<file path="src/design/u8cp_pkg.sv">
`timescale 1ns / 1ps
// ----------------------------------------------------------------------------
// u8cp_pkg
// Shared types, constants and decode functions of the UTF-8 to code point
// decoder.
// ----------------------------------------------------------------------------
package u8cp_pkg;

   localparam int unsigned CP_WIDTH   = 21;
   localparam int unsigned BYTE_WIDTH = 8;
   localparam int unsigned HOLD_DEPTH = 3;
   localparam int unsigned BUF_DEPTH  = HOLD_DEPTH + 1;

   // lead byte classes: mask and match per sequence length
   localparam logic [7:0] ASCII_MASK = 8'h80;
   localparam logic [7:0] LEAD2_MASK = 8'hE0;
   localparam logic [7:0] LEAD2_CODE = 8'hC0;
   localparam logic [7:0] LEAD3_MASK = 8'hF0;
   localparam logic [7:0] LEAD3_CODE = 8'hE0;
   localparam logic [7:0] LEAD4_MASK = 8'hF8;
   localparam logic [7:0] LEAD4_CODE = 8'hF0;

   // payload masks
   localparam logic [7:0] LEAD2_BITS = 8'h1F;
   localparam logic [7:0] LEAD3_BITS = 8'h0F;
   localparam logic [7:0] LEAD4_BITS = 8'h07;
   localparam logic [7:0] CONT_BITS  = 8'h3F;

   // sequence lengths
   localparam logic [2:0] LEN_NONE = 3'd0;
   localparam logic [2:0] LEN_ONE  = 3'd1;
   localparam logic [2:0] LEN_TWO  = 3'd2;
   localparam logic [2:0] LEN_THREE = 3'd3;
   localparam logic [2:0] LEN_FOUR = 3'd4;

   typedef logic [CP_WIDTH-1:0]   cp_type;
   typedef logic [BYTE_WIDTH-1:0] byte_type;
   typedef logic [2:0]            len_type;
   typedef logic [1:0]            cnt_type;

   typedef struct packed {
      cnt_type count;
      cp_type  cp0;
      cp_type  cp1;
   } dec_result_type;

   // Length called for by a lead byte, LEN_NONE for a byte that is no lead
   function automatic len_type lead_length(input byte_type b);
      if ((b & ASCII_MASK) == 8'h00)       return LEN_ONE;
      if ((b & LEAD2_MASK) == LEAD2_CODE)  return LEN_TWO;
      if ((b & LEAD3_MASK) == LEAD3_CODE)  return LEN_THREE;
      if ((b & LEAD4_MASK) == LEAD4_CODE)  return LEN_FOUR;
      return LEN_NONE;
   endfunction

   // Decode a closed run of up to four bytes; keeps at most two nonzero
   // code points. An incomplete lead is dropped alone.
   function automatic dec_result_type decode_closed(
      input logic [BUF_DEPTH-1:0][BYTE_WIDTH-1:0] buf_b,
      input len_type                              len);
      dec_result_type res;
      len_type        nxt;
      len_type        n;
      cp_type         v;
      res = '0;
      nxt = '0;
      for (int p = 0; p < BUF_DEPTH; p++) begin
         if ((3'(p) < len) && (3'(p) >= nxt)) begin
            n = lead_length(buf_b[p]);
            v = '0;
            if (n == LEN_ONE) begin
               v   = cp_type'(buf_b[p]);
               nxt = 3'(p + 1);
            end else if ((n != LEN_NONE) && ((3'(p) + n) <= len)) begin
               case (n)
                  LEN_TWO:   v = cp_type'(buf_b[p] & LEAD2_BITS);
                  LEN_THREE: v = cp_type'(buf_b[p] & LEAD3_BITS);
                  default:   v = cp_type'(buf_b[p] & LEAD4_BITS);
               endcase
               for (int j = 1; j < BUF_DEPTH; j++) begin
                  if ((j < int'(n)) && ((p + j) < BUF_DEPTH)) begin
                     v = {v[CP_WIDTH-7:0], buf_b[2'(p + j)][5:0]};
                  end
               end
               nxt = 3'(p) + n;
            end else begin
               nxt = 3'(p + 1);
            end
            if ((v != '0) && (res.count != 2'd2)) begin
               if (res.count == 2'd0) begin
                  res.cp0 = v;
               end else begin
                  res.cp1 = v;
               end
               res.count = res.count + 2'd1;
            end
         end
      end
      return res;
   endfunction

endpackage

</file>
<file path="src/design/utf8_to_codepoint_decoder_top.sv">
`timescale 1ns / 1ps
// ----------------------------------------------------------------------------
// utf8_to_codepoint_decoder_top
// Stream decoder from UTF-8 bytes to 21-bit code points.
// ----------------------------------------------------------------------------
// Takes one text byte per beat and returns decoded code points. A byte
// is accepted every cycle while the result side keeps up. The first result
// beat of a byte shows on the output once the byte has passed the input
// register and then the result register. A byte yields zero, one or (only at
// text end) two results; two results leave the output port one after the
// other, and the input register holds a next byte that yields a result until
// the second is being taken. Bytes that yield no result pass through without
// needing the output port. Continuation bytes are not checked, stray bytes and
// zero code points are dropped, and at text end an incomplete lead is dropped
// and the bytes held after it are decoded again.
module utf8_to_codepoint_decoder_top
   import u8cp_pkg::*;
(
   input  logic        clock,
   input  logic        reset,

   input  logic        req_tvalid,
   output logic        req_tready,
   input  logic [7:0]  req_tdata,   // [7:0] text_byte
   input  logic        req_tlast,   // final_byte

   output logic        rsp_tvalid,
   input  logic        rsp_tready,
   output logic [23:0] rsp_tdata,   // [20:0] code_point, [23:21] zero
   output logic        rsp_tuser,   // run_last
   output logic        rsp_tlast    // text_last
);

   // input register
   logic                              in_valid_ff, in_valid_in;
   byte_type                          in_byte_ff;
   logic                              in_final_ff;

   // held sequence state
   logic [HOLD_DEPTH-1:0][BYTE_WIDTH-1:0] held_ff, held_in;
   cnt_type                           hc_ff, hc_in;
   len_type                           seqlen_ff, seqlen_in;

   // result register, up to two code points
   cnt_type                           res_cnt_ff, res_cnt_in;
   cp_type                            res_cp0_ff, res_cp0_in;
   cp_type                            res_cp1_ff, res_cp1_in;
   logic                              res_fin_ff, res_fin_in;

   logic [BUF_DEPTH-1:0][BYTE_WIDTH-1:0] dec_buf;
   len_type                           dec_len;
   dec_result_type                    dec;
   len_type                           new_len;
   logic                              complete;
   logic                              emit_ok;
   cnt_type                           dec_cnt;
   logic                              res_free;
   logic                              advance;
   logic                              take;

   // closed buffer: held bytes followed by the new byte
   always_comb begin
      for (int i = 0; i < BUF_DEPTH; i++) begin
         if (2'(i) < hc_ff && i < HOLD_DEPTH) begin
            dec_buf[i] = held_ff[2'(i)];
         end else if (3'(i) == {1'b0, hc_ff}) begin
            dec_buf[i] = in_byte_ff;
         end else begin
            dec_buf[i] = '0;
         end
      end
      dec_len = {1'b0, hc_ff} + 3'd1;
      dec     = decode_closed(dec_buf, dec_len);
   end

   // decode results are used unless the byte only extends a held sequence
   assign new_len  = lead_length(in_byte_ff);
   assign complete = (dec_len >= seqlen_ff) || (hc_ff == 2'd3);
   assign emit_ok  = in_final_ff || (hc_ff == 2'd0) || complete;
   assign dec_cnt  = emit_ok ? dec.count : 2'd0;

   // handshake
   assign take       = rsp_tvalid && rsp_tready;
   assign res_free   = (res_cnt_ff == 2'd0) || ((res_cnt_ff == 2'd1) && rsp_tready);
   assign advance    = in_valid_ff && (res_free || (dec_cnt == 2'd0));
   assign req_tready = !in_valid_ff || advance;

   assign in_valid_in = req_tready ? req_tvalid : in_valid_ff;

   // held state update
   always_comb begin
      held_in   = held_ff;
      hc_in     = hc_ff;
      seqlen_in = seqlen_ff;
      if (advance) begin
         if (in_final_ff) begin
            hc_in     = '0;
            seqlen_in = '0;
         end else if (hc_ff == 2'd0) begin
            if (new_len >= LEN_TWO) begin
               held_in[0] = in_byte_ff;
               hc_in      = 2'd1;
               seqlen_in  = new_len;
            end
         end else if (complete) begin
            hc_in     = '0;
            seqlen_in = '0;
         end else begin
            held_in[hc_ff] = in_byte_ff;
            hc_in          = hc_ff + 2'd1;
         end
      end
   end

   // result register load and drain
   always_comb begin
      res_cnt_in = res_cnt_ff;
      res_cp0_in = res_cp0_ff;
      res_cp1_in = res_cp1_ff;
      res_fin_in = res_fin_ff;
      if (advance && (dec_cnt != 2'd0)) begin
         res_cnt_in = dec_cnt;
         res_cp0_in = dec.cp0;
         res_cp1_in = dec.cp1;
         res_fin_in = in_final_ff;
      end else if (take) begin
         if (res_cnt_ff == 2'd2) begin
            res_cp0_in = res_cp1_ff;
            res_cnt_in = 2'd1;
         end else begin
            res_cnt_in = 2'd0;
         end
      end
   end

   // control registers
   always_ff @(posedge clock) begin
      if (reset) begin
         in_valid_ff <= 1'b0;
         hc_ff       <= '0;
         seqlen_ff   <= '0;
         res_cnt_ff  <= '0;
      end else begin
         in_valid_ff <= in_valid_in;
         hc_ff       <= hc_in;
         seqlen_ff   <= seqlen_in;
         res_cnt_ff  <= res_cnt_in;
      end
   end

   // payload registers
   always_ff @(posedge clock) begin
      if (req_tready) begin
         in_byte_ff  <= req_tdata;
         in_final_ff <= req_tlast;
      end
      held_ff    <= held_in;
      res_cp0_ff <= res_cp0_in;
      res_cp1_ff <= res_cp1_in;
      res_fin_ff <= res_fin_in;
   end

   // output beat
   assign rsp_tvalid = (res_cnt_ff != 2'd0);
   assign rsp_tdata  = {3'b000, res_cp0_ff};
   assign rsp_tuser  = (res_cnt_ff == 2'd1);
   assign rsp_tlast  = (res_cnt_ff == 2'd1) && res_fin_ff;

`ifndef SYNTHESIS
   // a held lead always waits for at least one more byte
   assert property (@(posedge clock) disable iff (reset)
      (hc_ff != 2'd0) |-> (seqlen_ff > {1'b0, hc_ff}))
      else $error("held sequence already complete");

   // a zero code point is never delivered
   assert property (@(posedge clock) disable iff (reset)
      rsp_tvalid |-> (rsp_tdata[20:0] != '0))
      else $error("zero code point on output");

   // after the first of two results goes, the second is shown as run end
   assert property (@(posedge clock) disable iff (reset)
      (take && (res_cnt_ff == 2'd2)) |=> (rsp_tvalid && rsp_tuser))
      else $error("second result of a pair lost");

   // text end only on the last result of a byte
   assert property (@(posedge clock) disable iff (reset)
      (rsp_tvalid && rsp_tlast) |-> rsp_tuser)
      else $error("text end without run end");
`endif

endmodule

</file>
<file path="config.mk">
export PLATFORM = sky130hd
export DESIGN_NAME = utf8_to_codepoint_decoder_top
export DESIGN_NICKNAME = d
export VERILOG_FILES = /design/src/design/u8cp_pkg.sv /design/src/design/utf8_to_codepoint_decoder_top.sv
export SDC_FILE = /design/constraint.sdc
export NUM_CORES = 1
export LEC_CHECK = 0
export BUFFER_PORTS_ARGS = -buffer_cell sky130_fd_sc_hd__buf_2
export CORE_MARGIN = 1.5
export CORE_UTILIZATION = 62
export DETAILED_ROUTE_END_ITERATION = 8
export PLACE_DENSITY = 0.79
export RECOVER_POWER = 100
export SKIP_CTS_REPAIR_TIMING = 1
export SYNTH_ARGS = -nofsm -noshare
export SYNTH_HDL_FRONTEND = slang
export SYNTH_SLANG_ARGS = --single-unit
</file>
<file path="constraint.sdc">
create_clock -name clock -period 10 [get_ports clock]
set_clock_uncertainty 0.2 [all_clocks]
set_input_delay 1 -clock clock [delete_from_list [all_inputs] [get_ports clock]]
set_output_delay 1 -clock clock [all_outputs]
set_load 0.01 [all_outputs]
</file>
# Word-level counts from Yosys, hierarchy flattened
# Index checks and enable logic that the tools add are counted.
# Widths: inputs -> output; s select.
dict set report classes {
  n_bitwise 3
  n_eq_ne 39
  n_lt_le_gt_ge 24
  n_reduce_logical 52
  mux 183
  add_sub_neg 8
}
# cell n
set ops {}
lappend ops {{$mux 21} 25}
lappend ops {{$mux 44} 7}
lappend ops {{$mux 3} 57}
lappend ops {{$mux 8} 12}
lappend ops {{$reduce_bool 21->1} 4}
lappend ops {{$mux 1} 67}
lappend ops {{$mux 43} 1}
lappend ops {{$logic_not 8->1} 5}
lappend ops {{$pmux 5 s2} 4}
lappend ops {{$eq 5x5->1 const B} 5}
lappend ops {{$bwmux 24} 1}
lappend ops {{$eq 3x2->1 const B} 8}
lappend ops {{$eq 4x4->1 const B} 5}
lappend ops {{$demux 8 s2} 1}
lappend ops {{$logic_and 1x1->1} 16}
lappend ops {{$eq 3x3->1 const B} 5}
lappend ops {{$lt 1x3->1 const A} 5}
lappend ops {{$lt 2x3->1 const A} 5}
lappend ops {{$reduce_bool 3->1} 5}
lappend ops {{$mux 2} 7}
lappend ops {{$eq 3x1->1 const B} 4}
lappend ops {{$le 3x3->1} 4}
lappend ops {{$logic_not 2->1} 6}
lappend ops {{$add 2x1->2 const B} 4}
lappend ops {{other kinds (26)} 46}
dict set report word_totals {
  inputBits 13
  elab_cells 321
  output_inout_bits 28
  ff_bits 84
}

# Logic depth before layout (Yosys ltp)
dict set report logic_depth {
  depth_word 105
  ltp_mapped 35
  ltp_nobuf 31
}

# Least setup slack after synthesis
# No wires, ideal clock.
dict set report synth_path {
  path_type {register -> register}
  from {reg hc_ff[1]}
  to {reg res_cp0_ff[0], enable pin}
  path_slack_ns 2.032
  stages_incl_launch_ff 35
  period_less_slack_ns 7.968
  required_ns 9.372
  path_buffers 8
  arrival_time_ns 7.340
  setup_time_ns 0.428
  cell_sequence {dfxtp_1 -> buf_2 -> buf_2 -> buf_2 -> inv_1 -> ha_1 -> buf_4 -> buf_6 -> and2_1 -> a22o_1 -> and2_1 -> ha_1 -> nand3_1 -> o21ai_0 -> o21ai_0 -> o211a_1 -> o2111a_1 -> a21oi_1 -> buf_2 -> ha_1 -> and2_1 -> nor2_4 -> ha_1 -> or3_1 -> buf_6 -> mux2i_4 -> ha_1 -> a311oi_1 -> nor3b_1 -> and2_1 -> nor2_2 -> mux2i_4 -> nand2_4 -> buf_6 -> o21ai_0}
}
dict set report synth_between {
  elab_chain_len 44
  word_cells_on_any_way 227
  cone_classes {7 x add/sub; 20 x order compare; 31 x eq/ne; 135 x mux; 34 x reduce/logical}
}
# element line_no
set synth_rtl {}
lappend synth_rtl {{start, declared} utf8_to_codepoint_decoder_top.sv:41} ;# cnt_type hc_ff, hc_in;
lappend synth_rtl {{start signal, assigned} utf8_to_codepoint_decoder_top.sv:145} ;# hc_ff <= hc_in;
lappend synth_rtl {{parallel branches: the longest is 37 deep, another holds $lt 1x2->1} -}
lappend synth_rtl {{$mux 2 (*)} utf8_to_codepoint_decoder_top.sv:80} ;# assign dec_cnt = emit_ok ? dec.count : 2'd0;
lappend synth_rtl {{$logic_not 2->1} utf8_to_codepoint_decoder_top.sv:85} ;# assign advance = in_valid_ff && (res_free || (dec_cnt == 2'd0));
lappend synth_rtl {{$logic_or 1x1->1} utf8_to_codepoint_decoder_top.sv:85}
lappend synth_rtl {{$logic_and 1x1->1} utf8_to_codepoint_decoder_top.sv:85}
lappend synth_rtl {{$logic_and 1x1->1 (*)} utf8_to_codepoint_decoder_top.sv:121} ;# if (advance && (dec_cnt != 2'd0)) begin
lappend synth_rtl {{$reduce_bool 2->1 (no source line)} -}
lappend synth_rtl {{$reduce_and 2->1 (no source line) (*)} -}
lappend synth_rtl {{end signal, assigned} utf8_to_codepoint_decoder_top.sv:158} ;# res_cp0_ff <= res_cp0_in;
lappend synth_rtl {{end, declared} utf8_to_codepoint_decoder_top.sv:46} ;# cp_type res_cp0_ff, res_cp0_in;
# Mark *: on every way between the ends. The select of a mux whose other input is x is not followed.
# A chain may end at the register's enable or synchronous reset.

# Final worst setup path
dict set report layout_path {
  from {reg hc_ff[0]}
  to {out req_tready}
}
dict set report layout_between {
  elab_chain_len 42
  word_cells_on_any_way 223
  cone_classes {7 x add/sub; 20 x order compare; 31 x eq/ne; 135 x mux; 30 x reduce/logical}
}
# element line_no
set layout_rtl {}
lappend layout_rtl {{parallel branches: the longest is 37 deep, another holds $lt 1x2->1} -}
lappend layout_rtl {{$mux 2 (*)} utf8_to_codepoint_decoder_top.sv:80}
lappend layout_rtl {{$logic_not 2->1 (*)} utf8_to_codepoint_decoder_top.sv:85}
lappend layout_rtl {{$logic_or 1x1->1 (*)} utf8_to_codepoint_decoder_top.sv:85}
lappend layout_rtl {{$logic_and 1x1->1 (*)} utf8_to_codepoint_decoder_top.sv:85}
lappend layout_rtl {{$logic_or 1x1->1 (*)} utf8_to_codepoint_decoder_top.sv:86} ;# assign req_tready = !in_valid_ff || advance;
lappend layout_rtl {{end, declared} utf8_to_codepoint_decoder_top.sv:23} ;# output logic req_tready,
# Marked as above.

==> impl_metrics.tcl <==
set metrics [dict create \
    outcome "completed" \
    synth_ff_type "edfxtp_1" \
    drtAntennaViolNets 0 \
    hpwlAfterDp_mm 14.1 \
    routedWlPerCell_um 23.9 \
    max_slew_margin_pct 24.2 \
    insertion_delay_ns 0.36 \
    synth-seq-area-share_pct 35.5 \
    period_minus_slack_ns 9.39 \
    crit_path_frequent_cell "ha_1" \
    h-tree-depth 3 \
    arrival_ns 8.19 \
    ios 41 \
    p_leak_nw 2.21 \
    critical_path_class "reg -> out" \
    synth.area.top_cells "edfxtp_1 (33%), ha_1 (6.7%), nand2_1 (4.6%)" \
    rsz0062_at_grt "no" \
    grt_max_degree 34 \
    routed_wl_mm 18.3 \
    die-area_um2 9900 \
    drive_gt1_share_pct 8.88 \
    synthCells 627 \
    area_growth_pct 4.33 \
    antenna_cells 0 \
    final.setup.worst_slack_ns 0.608 \
    numPortBuffers 37 \
    hold_class "reg -> reg" \
    fin_area_um2 6020 \
    via_per_inst 7.11 \
    synth_top_area_share_pct 32.8 \
    cts_buffer_depth 2 \
    rr_worst_depth 27 \
    critPathMaxFanout 23 \
    place_congestion 1.13 \
    hold_ws_ns 0.291 \
    min-delay-start "seqlen_ff[0]" \
    ys_ff_latch 71 \
    synthMostInstantiatedCell "nand2_1" \
    drtPass1Iterations 5 \
    r2r-start "hc_ff[0]" \
    dp_slack_ns 1.00 \
    synth-edff-count 63 \
    timing.rr.end "res_cp1_ff[12]" \
    synth_cell_types 90 \
    track_usage_pct 37.4 \
    placed_area_um2 5940 \
    period_share_pct 93.9 \
    cts.sinks 71 \
    fmax_ghz 0.106 \
    yosys_warnings 0 \
    ir_worst_vdd_mv 0.111 \
    clockRootBuffer "clkbuf_8" \
    setup_tns_ns 0 \
    whs_path_depth 2 \
    die_w_um 99.5 \
    antenna_found_initial 0 \
    cp_slowest_cell "a21boi_0" \
    core_area_um2 9150 \
    slew_viol_final 0 \
    hold_viol 0 \
    crit_path_max_incr_delay_ns 0.52 \
    drc 0 \
    cts_tree "built" \
    cts_buffers 9 \
    whs_endpoint "seqlen_ff[0]" \
    worstPathRequired_ns 8.80 \
    rrSetupSlack_ns 1.31 \
    grt_overflow 0 \
    dr_total_vias 5430 \
    die_y_um 99.5 \
    worst_pin_slew_ns 1.14 \
    endpoint_kind "output pin" \
    drv_cap 0 \
    syn_area_per_cell_um2 9.21 \
    row_count 35 \
    path_clk_slew_ns 0.08 \
    critical_path.startpoint_type "register" \
    pwr_density_cell_nw_per_um2 130 \
    async_flop_share_pct 0 \
    grt_pass1_vias 5106 \
    yosysTopAreaCell "edfxtp_1" \
    synth_commonest_cells "nand2_1 (71), edfxtp_1 (63), nor2_1 (47), o21ai_0 (41), inv_1 (35)" \
    syn_area_um2 5770 \
    num-nets-final 693 \
    grt_pass1_wl_mm 27.8 \
    initial_core_util_pct 63.1 \
    first_iter_violations 663 \
    setup_viol 0 \
]
registers in the layout, summed over array words and instances, names as in the netlist:
name	count
res_cnt_ff	2
in_valid_ff	1
hc_ff	2
seqlen_ff	3
in_byte_ff	8
in_final_ff	1
res_cp0_ff	21
res_fin_ff	1
res_cp1_ff	16
held_ff	16
kinds of logic after synthesis:
group,count (synthesis),synth area share [%]
adder cells (fa/ha/maj),31,6.72
flip-flops,71,35.5
XOR/XNOR,2,0.629
other,1,0.0650
multiplexers,27,6.26
buffers and inverters,69,5.83
AO/OA/AOI/OAI,184,23.5
AND/OR/NAND/NOR,242,21.5
worst max path at each step:
stage | from | end | slack, ns
after global routing | hc_ff[0] | req_tready | 0.14
after global placement | hc_ff[0] | req_tready | 1.26
after floorplan | hc_ff[1] | res_cp0_ff[0] | 2.03
final | hc_ff[0] | req_tready | 0.61
after detailed placement | hc_ff[0] | req_tready | 1.00
after CTS | hc_ff[0] | req_tready | 0.60
routing by layer:
metal / routed length (um) / GRT usage [%] / part of all wire, % / up-vias
li1: - / - / - / 2400
met1: 7430 / 51.3 / 41 / 2579
met4: 784 / 19.2 / 4.3 / 0
met5: 0 / 0 / 0 / -
met2: 8090 / 56.8 / 44 / 389
met3: 1970 / 6.75 / 11 / 62
cell type report:
type	count	area, um^2
Inverter	35	131
Clock inverter	6	62.6
Fill cell	783	3130
Tap cell	111	139
Multi-Input combinational cell	490	3330
Sequential cell	71	2050
Clock buffer	9	124
Timing Repair Buffer	42	189
critical path: cells and delay by family (launching register included):
kind | cells | cell delay (ns)
AO/OA/AOI/OAI | 7 | 1.96
XOR/XNOR | 1 | 0.22
adder cells (fa/ha/maj) | 5 | 1.40
buffers and inverters | 4 | 1.06
flip-flops | 1 | 0.39
multiplexers | 1 | 0.27
AND/OR/NAND/NOR | 9 | 2.48
report_power, final:
part / total [mW] / internal (mW) / switching, mW / leakage [nW]
logic: 0.196 / 0.0668 / 0.129 / 1.46
clock network: 0.228 / 0.113 / 0.115 / 0.0988
registers: 0.359 / 0.344 / 0.0148 / 0.652
placed cells by master, fill, tap and decap left out, types with 7 or more instances in the layout:
cell / n
nand2_1: 71
edfxtp_1: 63
nor2_1: 48
o21ai_0: 40
inv_1: 35
ha_1: 30
a21oi_1: 29
nand3_1: 27
clkbuf_1: 25
and2_1: 16
buf_2: 13
a32oi_1: 12
mux2_1: 12
nor3_1: 11
nor2b_1: 11
a211oi_1: 9
clkbuf_8: 9
mux2i_1: 8
nor4_1: 8
dfxtp_1: 8
nand2b_1: 7
o21a_1: 7
a31oi_1: 7
and2_0: 7
through the flow:
step / utilization [%] / total power [mW] / instances
CTS: 67.0 / 0.787 / 764
finish: 65.8 / 0.783 / 764
global placement: 64.9 / 0.561 / 749
detailed placement: 64.9 / 0.564 / 749
global route: 65.8 / 0.808 / 764
floorplan: - / 0.508 / 630
(Power assumes the default switching activity.)
